[src/design/rau_pkg.sv]
// Package with opcodes and the controller-datapath command and status types.
package rau_pkg;
  localparam logic [2:0] OP_ADD = 3'd0;
  localparam logic [2:0] OP_SUB = 3'd1;
  localparam logic [2:0] OP_MUL = 3'd2;
  localparam logic [2:0] OP_DIV = 3'd3;

  // Commands from the controller to the datapath.
  typedef struct packed {
    logic load;      // capture operands, start products
    logic mul_lo;    // first product pair
    logic mul_hi;    // second product pair
    logic form;      // form numerator and denominator
    logic gcd_init;  // load gcd working registers
    logic gcd_step;  // one gcd iteration
    logic div_init;  // start both divisions
    logic div_step;  // one quotient bit
    logic finish;    // produce the result
  } rau_cmd_t;

  // Status from the datapath to the controller.
  typedef struct packed {
    logic gcd_done;
    logic div_done;
    logic skip;      // no reduction needed for this item
  } rau_sts_t;
endpackage

[src/design/rau_ctrl.sv]
// Controller state machine sequencing products, gcd and divisions.
module rau_ctrl (
  input  logic              clk,
  input  logic              rst_n,
  input  logic              start,
  output logic              busy,
  output logic              out_valid,
  output rau_pkg::rau_cmd_t cmd,
  input  rau_pkg::rau_sts_t sts
);
  localparam logic [2:0] S_IDLE = 3'd0;
  localparam logic [2:0] S_MLO  = 3'd1;
  localparam logic [2:0] S_MHI  = 3'd2;
  localparam logic [2:0] S_FORM = 3'd3;
  localparam logic [2:0] S_GCD  = 3'd4;
  localparam logic [2:0] S_DIV  = 3'd5;
  localparam logic [2:0] S_FIN  = 3'd6;

  logic [2:0] state_r, state_nxt;
  logic       valid_r;
  logic       ginit_r;

  // Next state and commands.
  always_comb begin
    state_nxt = state_r;
    cmd = '0;
    unique case (state_r)
      S_IDLE: begin
        cmd.load = start;
        if (start) state_nxt = S_MLO;
      end
      S_MLO: begin cmd.mul_lo = 1'b1; state_nxt = S_MHI; end
      S_MHI: begin cmd.mul_hi = 1'b1; state_nxt = S_FORM; end
      S_FORM: begin
        cmd.form = 1'b1;
        state_nxt = sts.skip ? S_FIN : S_GCD;
      end
      // The first gcd cycle loads the working registers, so the done flag is stale then.
      S_GCD: begin
        cmd.gcd_init = ginit_r;
        cmd.gcd_step = !ginit_r;
        if (!ginit_r && sts.gcd_done) begin cmd.div_init = 1'b1; state_nxt = S_DIV; end
      end
      S_DIV: begin
        cmd.div_step = 1'b1;
        if (sts.div_done) state_nxt = S_FIN;
      end
      S_FIN: begin cmd.finish = 1'b1; state_nxt = S_IDLE; end
      default: state_nxt = S_IDLE;
    endcase
  end

  // The gcd registers load in the cycle after the magnitudes form.
  always_ff @(posedge clk) begin
    if (!rst_n) begin
      state_r <= S_IDLE;
      valid_r <= 1'b0;
      ginit_r <= 1'b0;
    end else begin
      state_r <= state_nxt;
      valid_r <= cmd.finish;
      ginit_r <= (state_r == S_FORM) && !sts.skip;
    end
  end

  assign busy      = (state_r != S_IDLE);
  assign out_valid = valid_r;
endmodule

[config.mk]
export PLATFORM = sky130hd
export DESIGN_NAME = rau_ctrl
export DESIGN_NICKNAME = d
export VERILOG_FILES = /design/src/design/rau_pkg.sv /design/src/design/rau_ctrl.sv
export SDC_FILE = /design/constraint.sdc
export NUM_CORES = 1
export LEC_CHECK = 0
export BUFFER_PORTS_ARGS = -buffer_cell sky130_fd_sc_hd__buf_2
export CAP_MARGIN = 20
export CORE_AREA = 3 3 40 42
export CTS_CLUSTER_DIAMETER = 120
export CTS_CLUSTER_SIZE = 28
export DETAILED_ROUTE_END_ITERATION = 16
export DIE_AREA = 0 0 43 45
export GPL_TIMING_DRIVEN = 1
export PLACE_DENSITY = 0.48
export SYNTH_ARGS = -nofsm -noshare
export SYNTH_HDL_FRONTEND = slang
export SYNTH_SLANG_ARGS = --single-unit
[constraint.sdc]
create_clock -name clk -period 1.4 [get_ports clk]
set_input_delay 0.14 -clock clk [delete_from_list [all_inputs] [get_ports clk]]
set_output_delay 0.14 -clock clk [all_outputs]
set_load 0.05 [all_outputs]
# After elaboration in Yosys (flattened, before gate mapping)
# Cells that the tools add are included.
[totals]
regBits = 5
input_bits = 6
output_inout_bits = 11
[classes]
n_reduce_logical = 7
mux = 13
n_eq_ne = 9
[op_table]
columns = ["operator", "n"]
rows = [
  ["3-bit one-hot mux with 6 select lines", 1],
  ["3-bit two-way mux", 4],
  ["3-bit == test (second input constant)", 3],
  ["1-bit two-way mux", 7],
  ["3-bit by 2-bit == test with 1-bit output (second input constant)", 2],
  ["2-bit != test (second input constant)", 3],
  ["3-bit by 1-bit == test with 1-bit output (second input constant)", 1],
  ["3-bit zero test", 1],
  ["3-bit AND reduction", 1],
  ["3-bit nonzero test", 1],
  ["1-bit logical AND", 2],
  ["1-bit zero test", 2],
  ["2-bit two-way mux", 1],
]

# Longest topological paths before layout
# Gate-level depths: netlist (run 1).
[depth]
word_depth = 4
ltp_mapped = 4

# Worst setup path after synthesis (run 1)
# OpenSTA, ideal clock, no wires.
[synth_timing]
path_kind = "register to output"
from = "register state_r[0]"
to = "output port cmd[2] (netlist bit)"
path_stages_with_launch = 5
slack_ns = -0.684
n_path_buf = 1
arrival_time_ns = 1.944
cell_sequence = "dfxtp_1 buf_6 nor4b_2 nand2_1 inv_1"
[synth_rtl]
columns = ["item", "line", "source"]
rows = [
  ["from (decl)", "rau_ctrl.sv:19", "logic [2:0] state_r, state_nxt;"],
  ["from (signal assigned)", "rau_ctrl.sv:60", "state_r <= state_nxt;"],
  ["to (decl)", "rau_ctrl.sv:8", "output rau_pkg::rau_cmd_t cmd,"],
]

==> impl_metrics.tcl, run 1 <==
set metrics [dict create \
    clk_pin_slew_ps 40 \
    htree_levels 1 \
    hold_violations 0 \
    drt_first_pass_iters 2 \
    gp_congestion 0.6863 \
    ir_drop_mv 0.4794 \
    synth_edf_count 0 \
    fin_setup_tns_ps 0 \
    intPower_uw 331.2 \
    drc 0 \
    comb_power_share_pct 34.9 \
    tightestPinTransition_ps 250.2 \
    cts_tree "yes" \
    skew_ps 2.759 \
    area_delta_synth_final_pct 70.43 \
    grt_overflow 0 \
    maxSlewViolCount 0 \
    hp-class "input pin to flop" \
    synth_cell_types 17 \
    synth.area.top_cells "dfxtp_1, and2_1, nor2_1" \
    grt_pass1_wl_mm 1.179 \
    final_nets 64 \
    ys_seq_elements 5 \
    rsz0062_at_grt "true" \
    status "finished clean" \
    synthCells 36 \
    async_flop_share_pct 0 \
    placed_area_um2 409.1 \
    max_freq_mhz 717.4 \
    dp_slack_ps 110.7 \
    ctsHoldBuffers 0 \
    timing.final.ws_setup_ps 6.040 \
    layout-drive-gt1-share_pct 56.14 \
    clk_latency_ps 240 \
    final_area_um2 490.5 \
    ant_nets 0 \
    relSlewSlack_pct 83.44 \
    die_w_um 43 \
    worst_ep_required_time_ps 1260 \
    synth_common_cells "dfxtp_1, nor2_1, inv_1" \
    final_cell_count_no_fill 72 \
    drtIter0Drc 6 \
    synth_top_area_share_pct 34.78 \
    cts_made_buffers 3 \
    criticalPathCategory "flop to output pin" \
    rrSetupSlack_ps 240 \
    clkPwrFrac_pct 32.3 \
    cts_sinks 5 \
    die_area_um2 1935 \
    p_leak_nw 0.2391 \
    final.min_clock_period_ps 1394 \
    grt_antenna_before_repair 0 \
    placedCellCount 67 \
    syn_nets 42 \
    p_seq_share_pct 32.7 \
    cp-start-kind "flop" \
    synth.avg_cell_area_um2 7.994 \
    floorplan.rows 13 \
    fp.coreArea_um2 1285 \
    grt_util_all_layers_pct 8.750 \
    synth.cell_area_um2 287.8 \
    grt_start_max_net_pins 10 \
    dr_total_vias 299 \
    port_buffers 16 \
    detailed_place_hpwl_um 536.9 \
    diodes 0 \
    synth_warnings 0 \
    synth_top_cell_by_area "dfxtp_1" \
    cts_buffer_depth 2 \
    fin_crit_sh_pct 99.57 \
    die_y_um 45 \
    cts_root_buf "clkbuf_4" \
    critPathMaxFanout 7 \
    power-per-cell-area_nw_per_um2 1047 \
    wl_per_cell_um 9.806 \
    grt_pass1_vias 278 \
    num_io_pins 17 \
    drv_cap 0 \
    ys_seq_area_share_pct 34.78 \
    hold-worst-slack_ps 145.0 \
    ys.flop_type "dfxtp_1" \
    initial_core_util_pct 22.40 \
    critPathArrivalTime_ps 1250 \
    switching_power_uw 182.5 \
    avgViaCountPerCell 4.153 \
    end_kind "output pin" \
    finalSetupViolCount 0 \
    drt-total-wl_um 706 \
    switching_share_pct 35.52 \
]
## per-stage QoR
step | util [%] | power (mW)
after floorplan | - | 0.2922
after global placement | 31.84 | 0.3259
after detailed placement | 31.84 | 0.3257
after global routing | 38.17 | 0.5517
after CTS | 35.93 | 0.5109
final | 38.17 | 0.5137
## logic make-up (layout without fill, tap and decap cells)
group | Yosys count | count (layout) | synth area share, %
and+or+nand+nor | 20 | 20 | 43.48
buffers and inverters | 6 | 27 | 10.87
DFF | 5 | 5 | 34.78
AOI/OAI and AO/OA | 4 | 4 | 7.391
muxes | 1 | 1 | 3.478
## state kept, by name, summed over array words and instances, names as in the netlist
register / cells
ginit_r: 1
out_valid: 1
state_r: 3
## power by group through the flow
stage | Sequential (mW) | Combinational, mW | Clock, mW
after global routing | 0.170 | 0.194 | 0.188
final | 0.168 | 0.179 | 0.166
after detailed placement | 0.171 | 0.155 | 0
after floorplan | 0.161 | 0.131 | 0
after CTS | 0.170 | 0.168 | 0.173
after global placement | 0.171 | 0.155 | 0
## layout by cell type, fill, tap and decap left out
cell type,Yosys,final
a21oi_1,1,1
a31oi_1,1,1
and2_1,3,3
and3_1,2,2
and3b_1,1,1
and4bb_2,1,1
buf_2,1,10
buf_4,0,5
buf_6,1,2
buf_8,0,1
clkbuf_1,0,1
clkbuf_4,0,4
clkinvlp_4,0,1
dfxtp_1,5,2
dfxtp_4,0,3
inv_1,4,3
mux2i_1,1,1
nand2_1,2,1
nand2_2,0,1
nor2_1,5,4
nor2_4,0,1
nor2b_1,3,2
nor2b_2,0,1
nor4b_4,0,1
o21ai_0,2,2
or3_1,2,1
or3_4,0,1
## what timing repair did
item,4_1_cts,5_1_grt
gates resized for setup,10,8
pin swaps,0,2
setup endpoints to repair,6,7
setup buffers,0,1
## worst max-delay path, cell delays in order, from the launching register on
cell,delay (ps)
dfxtp_4,360
or3_4,400
nor2_4,100
buf_8,150
## cell type report
| class | count | area (um^2) |
|---|---|---|
| sequential | 5 | 111.4 |
| timing repair buffer | 19 | 132.6 |
| multi-input combinational | 25 | 182.7 |
| inverter | 4 | 18.77 |
| tap | 15 | 18.77 |
| fill | 142 | 794.5 |
| clock buffer | 4 | 26.28 |
## path summary, 6_finish.rpt
path	startpoint	end	depth (start not counted)
setup / recovery	state_r[0]	cmd[8]	3
hold / removal	rst_n	out_valid	2
setup reg to reg	state_r[1]	state_r[0]	3
hold reg to reg	state_r[2]	state_r[2]	2
## layer usage
layer / wire length (um) / up-vias / GRT usage (%)
met5: 0 / - / 0
met4: 0 / 0 / 7.229
met3: 35 / 0 / 4.781
met2: 377 / 7 / 11.98
met1: 293 / 134 / 9.903
li1: - / 158 / -
No activity file was read; power rests on OpenSTA's default activity.
==> run 2: changes to the inputs <==
--- a/config.mk
+++ b/config.mk
@@ -5,6 +5,7 @@
 export SDC_FILE = /design/constraint.sdc
 export NUM_CORES = 1
 export LEC_CHECK = 0
+export ABC_AREA = 1
 export BUFFER_PORTS_ARGS = -buffer_cell sky130_fd_sc_hd__buf_2
 export CAP_MARGIN = 20
 export CORE_AREA = 3 3 40 42
@@ -13,7 +14,8 @@
 export DETAILED_ROUTE_END_ITERATION = 16
 export DIE_AREA = 0 0 43 45
 export GPL_TIMING_DRIVEN = 1
-export PLACE_DENSITY = 0.48
+export PLACE_DENSITY = 0.5
+export SLEW_MARGIN = 20
 export SYNTH_ARGS = -nofsm -noshare
 export SYNTH_HDL_FRONTEND = slang
 export SYNTH_SLANG_ARGS = --single-unit
==> impl_metrics.tcl, run 2 <==
set metrics [dict create \
    cp_top_family "flip-flops" \
    worst_ep_required_time_ps 1260 \
    cp-start-kind "flop" \
    port_buffers 16 \
    status "finished clean" \
    diodes 0 \
    hold_violations 0 \
    critPathArrivalTime_ps 1170 \
    grt_pass1_wl_mm 1.248 \
    synth_top_cell_by_area "dfxtp_1" \
    ir_drop_mv 0.4206 \
    synth_edf_count 0 \
    ant_nets 0 \
    path_cells "inv_2, nor3_2, buf_2" \
    synth.area.top_cells "dfxtp_1, inv_1, nand2_1" \
    dp_slack_ps 149.4 \
    die_y_um 45 \
    final.min_clock_period_ps 1314 \
    skew_ps 1.124 \
    die_area_um2 1935 \
    critPathMaxFanout 9 \
    cts_made_buffers 3 \
    cts_sinks 5 \
    cts_buffer_depth 2 \
    fin_crit_sh_pct 93.83 \
    synth_most_common_cell "inv_1" \
    synth_top_area_share_pct 31.25 \
    ys_seq_elements 5 \
    dr_total_vias 367 \
    relSlewSlack_pct 83.42 \
    placedCellCount 79 \
    mostFrequentLayoutCells "buf_2, inv_1, nand2_1" \
    synth_common_cells "inv_1, nand2_1, nor2_1" \
    ys_seq_area_share_pct 31.25 \
    largest-register "state_r" \
    grt_start_max_net_pins 10 \
    synth.avg_cell_area_um2 6.406 \
    power-per-cell-area_nw_per_um2 1070 \
    gp_congestion 0.7277 \
    floorplan.rows 13 \
    die_w_um 43 \
    grt_overflow 0 \
    hold-worst-slack_ps 158.1 \
    criticalPathCategory "flop to output pin" \
    end_kind "output pin" \
    final_area_um2 476.7 \
    multi_input_area_um2 181.4 \
    clk_pin_slew_ps 40 \
    cts_tree "yes" \
    grt_antenna_before_repair 0 \
    rsz0062_at_grt "false" \
    synth_warnings 0 \
    fin_util_pct 37.10 \
    grt_util_all_layers_pct 8.826 \
    post-cts-setup-buffers 0 \
    final-seq-area_um2 106.4 \
    drt-total-wl_um 739 \
    initial_core_util_pct 24.93 \
    path_buf_inv 2 \
    crit_path_top_delay_cell "dfxtp_2" \
    timing.final.ws_setup_ps 86.42 \
    area_delta_synth_final_pct 48.83 \
    wl_per_cell_um 8.904 \
    tightestPinTransition_ps 250.4 \
    maxSlewViolCount 0 \
    grt_pass1_vias 313 \
    finalSetupViolCount 0 \
    synth_cell_types 15 \
    placed_area_um2 420.4 \
    layout-drive-gt1-share_pct 52.94 \
    ys.flop_type "dfxtp_1" \
    max_freq_mhz 761.3 \
    syn_nets 56 \
    async_flop_share_pct 0 \
    cts_root_buf "clkbuf_4" \
    fin_setup_tns_ps 0 \
    num_io_pins 17 \
    drtIter0Drc 5 \
    final_common_cell "buf_2" \
    detailed_place_hpwl_um 616.6 \
    drv_cap 0 \
    largest_reg_flops 3 \
    fp.coreArea_um2 1285 \
    ctsHoldBuffers 0 \
    synth.cell_area_um2 320.3 \
    final_cell_count_no_fill 83 \
    drt_first_pass_iters 4 \
    critPathMaxStageDelay_ps 440 \
    avgViaCountPerCell 4.422 \
    htree_levels 1 \
    p_total_uw 510.0 \
    hp-class "input pin to flop" \
    synthCells 50 \
    p_leak_nw 0.2520 \
    final_nets 75 \
    nFillCells 155 \
    clk_latency_ps 240 \
    drc 0 \
]
==> run 2: cell count changes after synthesis, sizes merged, moves of 2 or more <==
cell   previous run  this run
nor2              5        10
a21oi             1         3
and3              2         0
or3               2         0
nor3              0         4
nand2             2         7
nor2b             3         0
inv               4        12
and2              3         0
nand3             0         5
==> run 2: final cells by class <==
| class | instances | share of cell area (%) |
|---|---|---|
| repair buffers | 16 | 20.73 |
| flip-flops and latches | 5 | 22.31 |
| clock buffers | 4 | 5.512 |
| inverters | 12 | 9.449 |
| multi-input cells | 31 | 38.06 |
| well taps | 15 | 3.937 |
==> run 2: what timing repair did <==
action / CTS / global route
gates resized for setup: 7 / 5
pin swaps: 1 / 0
setup endpoints to repair: 10 / 8
==> run 2: final timing paths <==
| path | slack [ps] | depth (start not counted) | to | from |
|---|---|---|---|---|
| worst max-delay path | 90 | 3 | cmd[0] | state_r[2] |
| worst min-delay path | 160 | 4 | ginit_r | sts[0] |
| worst min register to register | 560 | 2 | state_r[2] | state_r[2] |
| worst max register to register | 390 | 5 | state_r[1] | state_r[0] |
==> run 2: metal layers <==
metal | wire [um] | track usage [%] | share of wire (%) | up-vias
li1 | - | - | - | 189
met1 | 324 | 9.880 | 44 | 159
met2 | 330 | 13.47 | 45 | 17
met3 | 75 | 5.578 | 10 | 2
met4 | 8 | 3.614 | 1.1 | 0
met5 | 0 | 0 | 0 | -
==> run 2: report_power, final <==
part / switching [mW] / internal, mW / total [mW]
Clock: 0.0586 / 0.108 / 0.166
Combinational: 0.122 / 0.0497 / 0.172
Sequential: 0.0198 / 0.152 / 0.172
==> run 2: worst register-to-register path: stages, from the launching register on <==
cell	delay (ps)
dfxtp_2	430
inv_1	90
nor2_1	140
nand3_1	90
nand3_1	100
nor3_2	40
==> run 2: cell families after synthesis <==
group | count (synthesis) | share of synthesized area, %
AND/OR/NAND/NOR | 27 | 41.41
buffers and inverters | 14 | 19.92
AO/OA/AOI/OAI | 4 | 7.421
flip-flops | 5 | 31.25
==> run 3: changes to the inputs <==
==> constraint.sdc (replaced) <==
create_clock -name clk -period 1.4 [get_ports clk]
set_input_delay 0.07 -clock clk [delete_from_list [all_inputs] [get_ports clk]]
set_output_delay 0.07 -clock clk [all_outputs]
set_load 0.05 [all_outputs]
==> impl_metrics.tcl, run 3 (synthesis results as in run 2) <==
set metrics [dict create \
    status "finished clean" \
    switching_share_pct 39.34 \
    switching_power_uw 199.4 \
    grt_start_max_net_pins 10 \
    comb_power_share_pct 33.6 \
    grt.met1_usage_pct 11.08 \
    rsz0062_at_grt "false" \
    wl_per_cell_um 9.084 \
    r2r-end "state_r[1]" \
    cts_sinks 5 \
    post-cts-setup-buffers 0 \
    final_cell_count_no_fill 83 \
    clkPwrFrac_pct 32.6 \
    largest_reg_flops 3 \
    dr_total_vias 335 \
    path_cells "inv_2, nor2_4, inv_2, nor2_1, clkbuf_4" \
    grt_antenna_before_repair 0 \
    mostFrequentLayoutCells "buf_2, inv_1, clkbuf_4" \
    ctsHoldBuffers 0 \
    die_w_um 43 \
    port_buffers 16 \
    drv_cap 0 \
    critPathMaxStageDelay_ps 390 \
    final.min_clock_period_ps 1273 \
    cts_tree "yes" \
    skew_ps 1.692 \
    ant_nets 0 \
    floorplan.rows 13 \
    maxSlewViolCount 0 \
    hp-class "input pin to flop" \
    crit_start "state_r[1]" \
    final_common_cell "buf_2" \
    cts_buffer_depth 2 \
    fin_crit_sh_pct 90.93 \
    busiest_layer "met1" \
    avgViaCountPerCell 4.036 \
    initial_core_util_pct 24.93 \
    grt_pass1_vias 287 \
    htree_levels 1 \
    crit_path_top_delay_cell "dfxtp_2" \
    placedCellCount 79 \
    cts_made_buffers 3 \
    drc 0 \
    cts_root_buf "clkbuf_4" \
    nFillCells 141 \
    hold_violations 0 \
    intPower_uw 307.5 \
    layout-drive-gt1-share_pct 48.53 \
    largest-register "state_r" \
    drt_first_pass_iters 2 \
    p_seq_share_pct 33.9 \
    relSlewSlack_pct 84.71 \
    area_delta_synth_final_pct 43.75 \
    criticalPathCategory "flop to output pin" \
    finalSetupViolCount 0 \
    worst_ep_required_time_ps 1330 \
    hold-worst-slack_ps 101.8 \
    critPathArrivalTime_ps 1200 \
    final-seq-area_um2 103.9 \
    endpoint "cmd[6]" \
    final_nets 75 \
    p_leak_nw 0.2490 \
    r2r_cells 5 \
    drt-total-wl_um 754 \
    critPathMaxFanout 5 \
    multi_input_area_um2 173.9 \
    ir_drop_mv 0.4045 \
    clk_pin_slew_ps 40 \
    rrSetupSlack_ps 380 \
    die_y_um 45 \
    fp.coreArea_um2 1285 \
    cpMostUsedCell "inv_2" \
    grtUsageMet3_pct 3.586 \
    drtIter0Drc 10 \
    max_freq_mhz 785.6 \
    gp_congestion 0.6984 \
    placed_area_um2 412.9 \
    diodes 0 \
    cp-start-kind "flop" \
    detailed_place_hpwl_um 590.7 \
    grt_util_all_layers_pct 8.077 \
    met2_usage_pct 10.78 \
    final_area_um2 460.4 \
    grt_overflow 0 \
    power-per-cell-area_nw_per_um2 1101 \
    p_total_uw 506.9 \
    die_area_um2 1935 \
    grt_pass1_wl_mm 1.166 \
    timing.rr.start "state_r[0]" \
    clk_latency_ps 240 \
    end_kind "output pin" \
    tightestPinTransition_ps 227.3 \
    num_io_pins 17 \
]
run 3: cell types whose count changed in the layout (fill, tap and decap cells not counted):
cell,change
buf_2,+1
buf_4,-4
buf_6,-1
clkbuf_4,+4
dfxtp_2,+1
dfxtp_4,-1
nor2_1,+3
nor2_2,-3
run 3: power by group through the flow:
stage	registers [mW]	logic (mW)	clock network [mW]
floorplan	0.159	0.150	0
global placement	0.170	0.166	0
detailed placement	0.170	0.166	0
CTS	0.168	0.167	0.169
global route	0.174	0.188	0.183
finish	0.172	0.170	0.165
run 3: worst min path at each step:
stage | start | to | slack [ps] | cells past startpoint
floorplan | sts[0] | ginit_r | 240 | 3
global placement | sts[0] | ginit_r | 350 | 4
CTS | sts[0] | ginit_r | 100 | 4
detailed placement | sts[0] | ginit_r | 350 | 4
finish | sts[0] | ginit_r | 100 | 4
global route | sts[0] | ginit_r | 120 | 4
run 3: routing by layer:
metal | part of all wire (%) | up-vias
met2 | 47 | 11
met3 | 6.0 | 0
met1 | 46 | 133
li1 | - | 191
met5 | 0 | -
met4 | 0 | 0
run 3: final cells by class:
class                           count  area share, %
Clock buffer                        4          5.707
Tap cell                           15          4.076
Sequential cell                     5          22.55
Multi-Input combinational cell     31          37.77
Timing Repair Buffer               16          20.11
Inverter                           12          9.783
run 3: per-stage QoR:
step	utilization (%)	setup TNS, ps	setup slack (ps)
2_1_floorplan	-	-102.5	-102.5
3_3_place_gp	32.13	0	233.6
3_5_place_dp	32.13	0	255.6
4_1_cts	34.27	0	30.97
5_1_grt	35.83	0	36.11
6_report	35.83	0	127.0
run 3: worst max-delay path: cells and delay by family, from the launching register on:
kind                   cells  cell delay (ps)
flip-flops                 1              390
buffers and inverters      3              370
AND/OR/NAND/NOR            2              200
run 3: timing repair:
action,CTS,global route
endpoints found under the setup margin,1,7
resized for setup,1,8
endpoints found under the hold margin,0,0
cloned,0,0
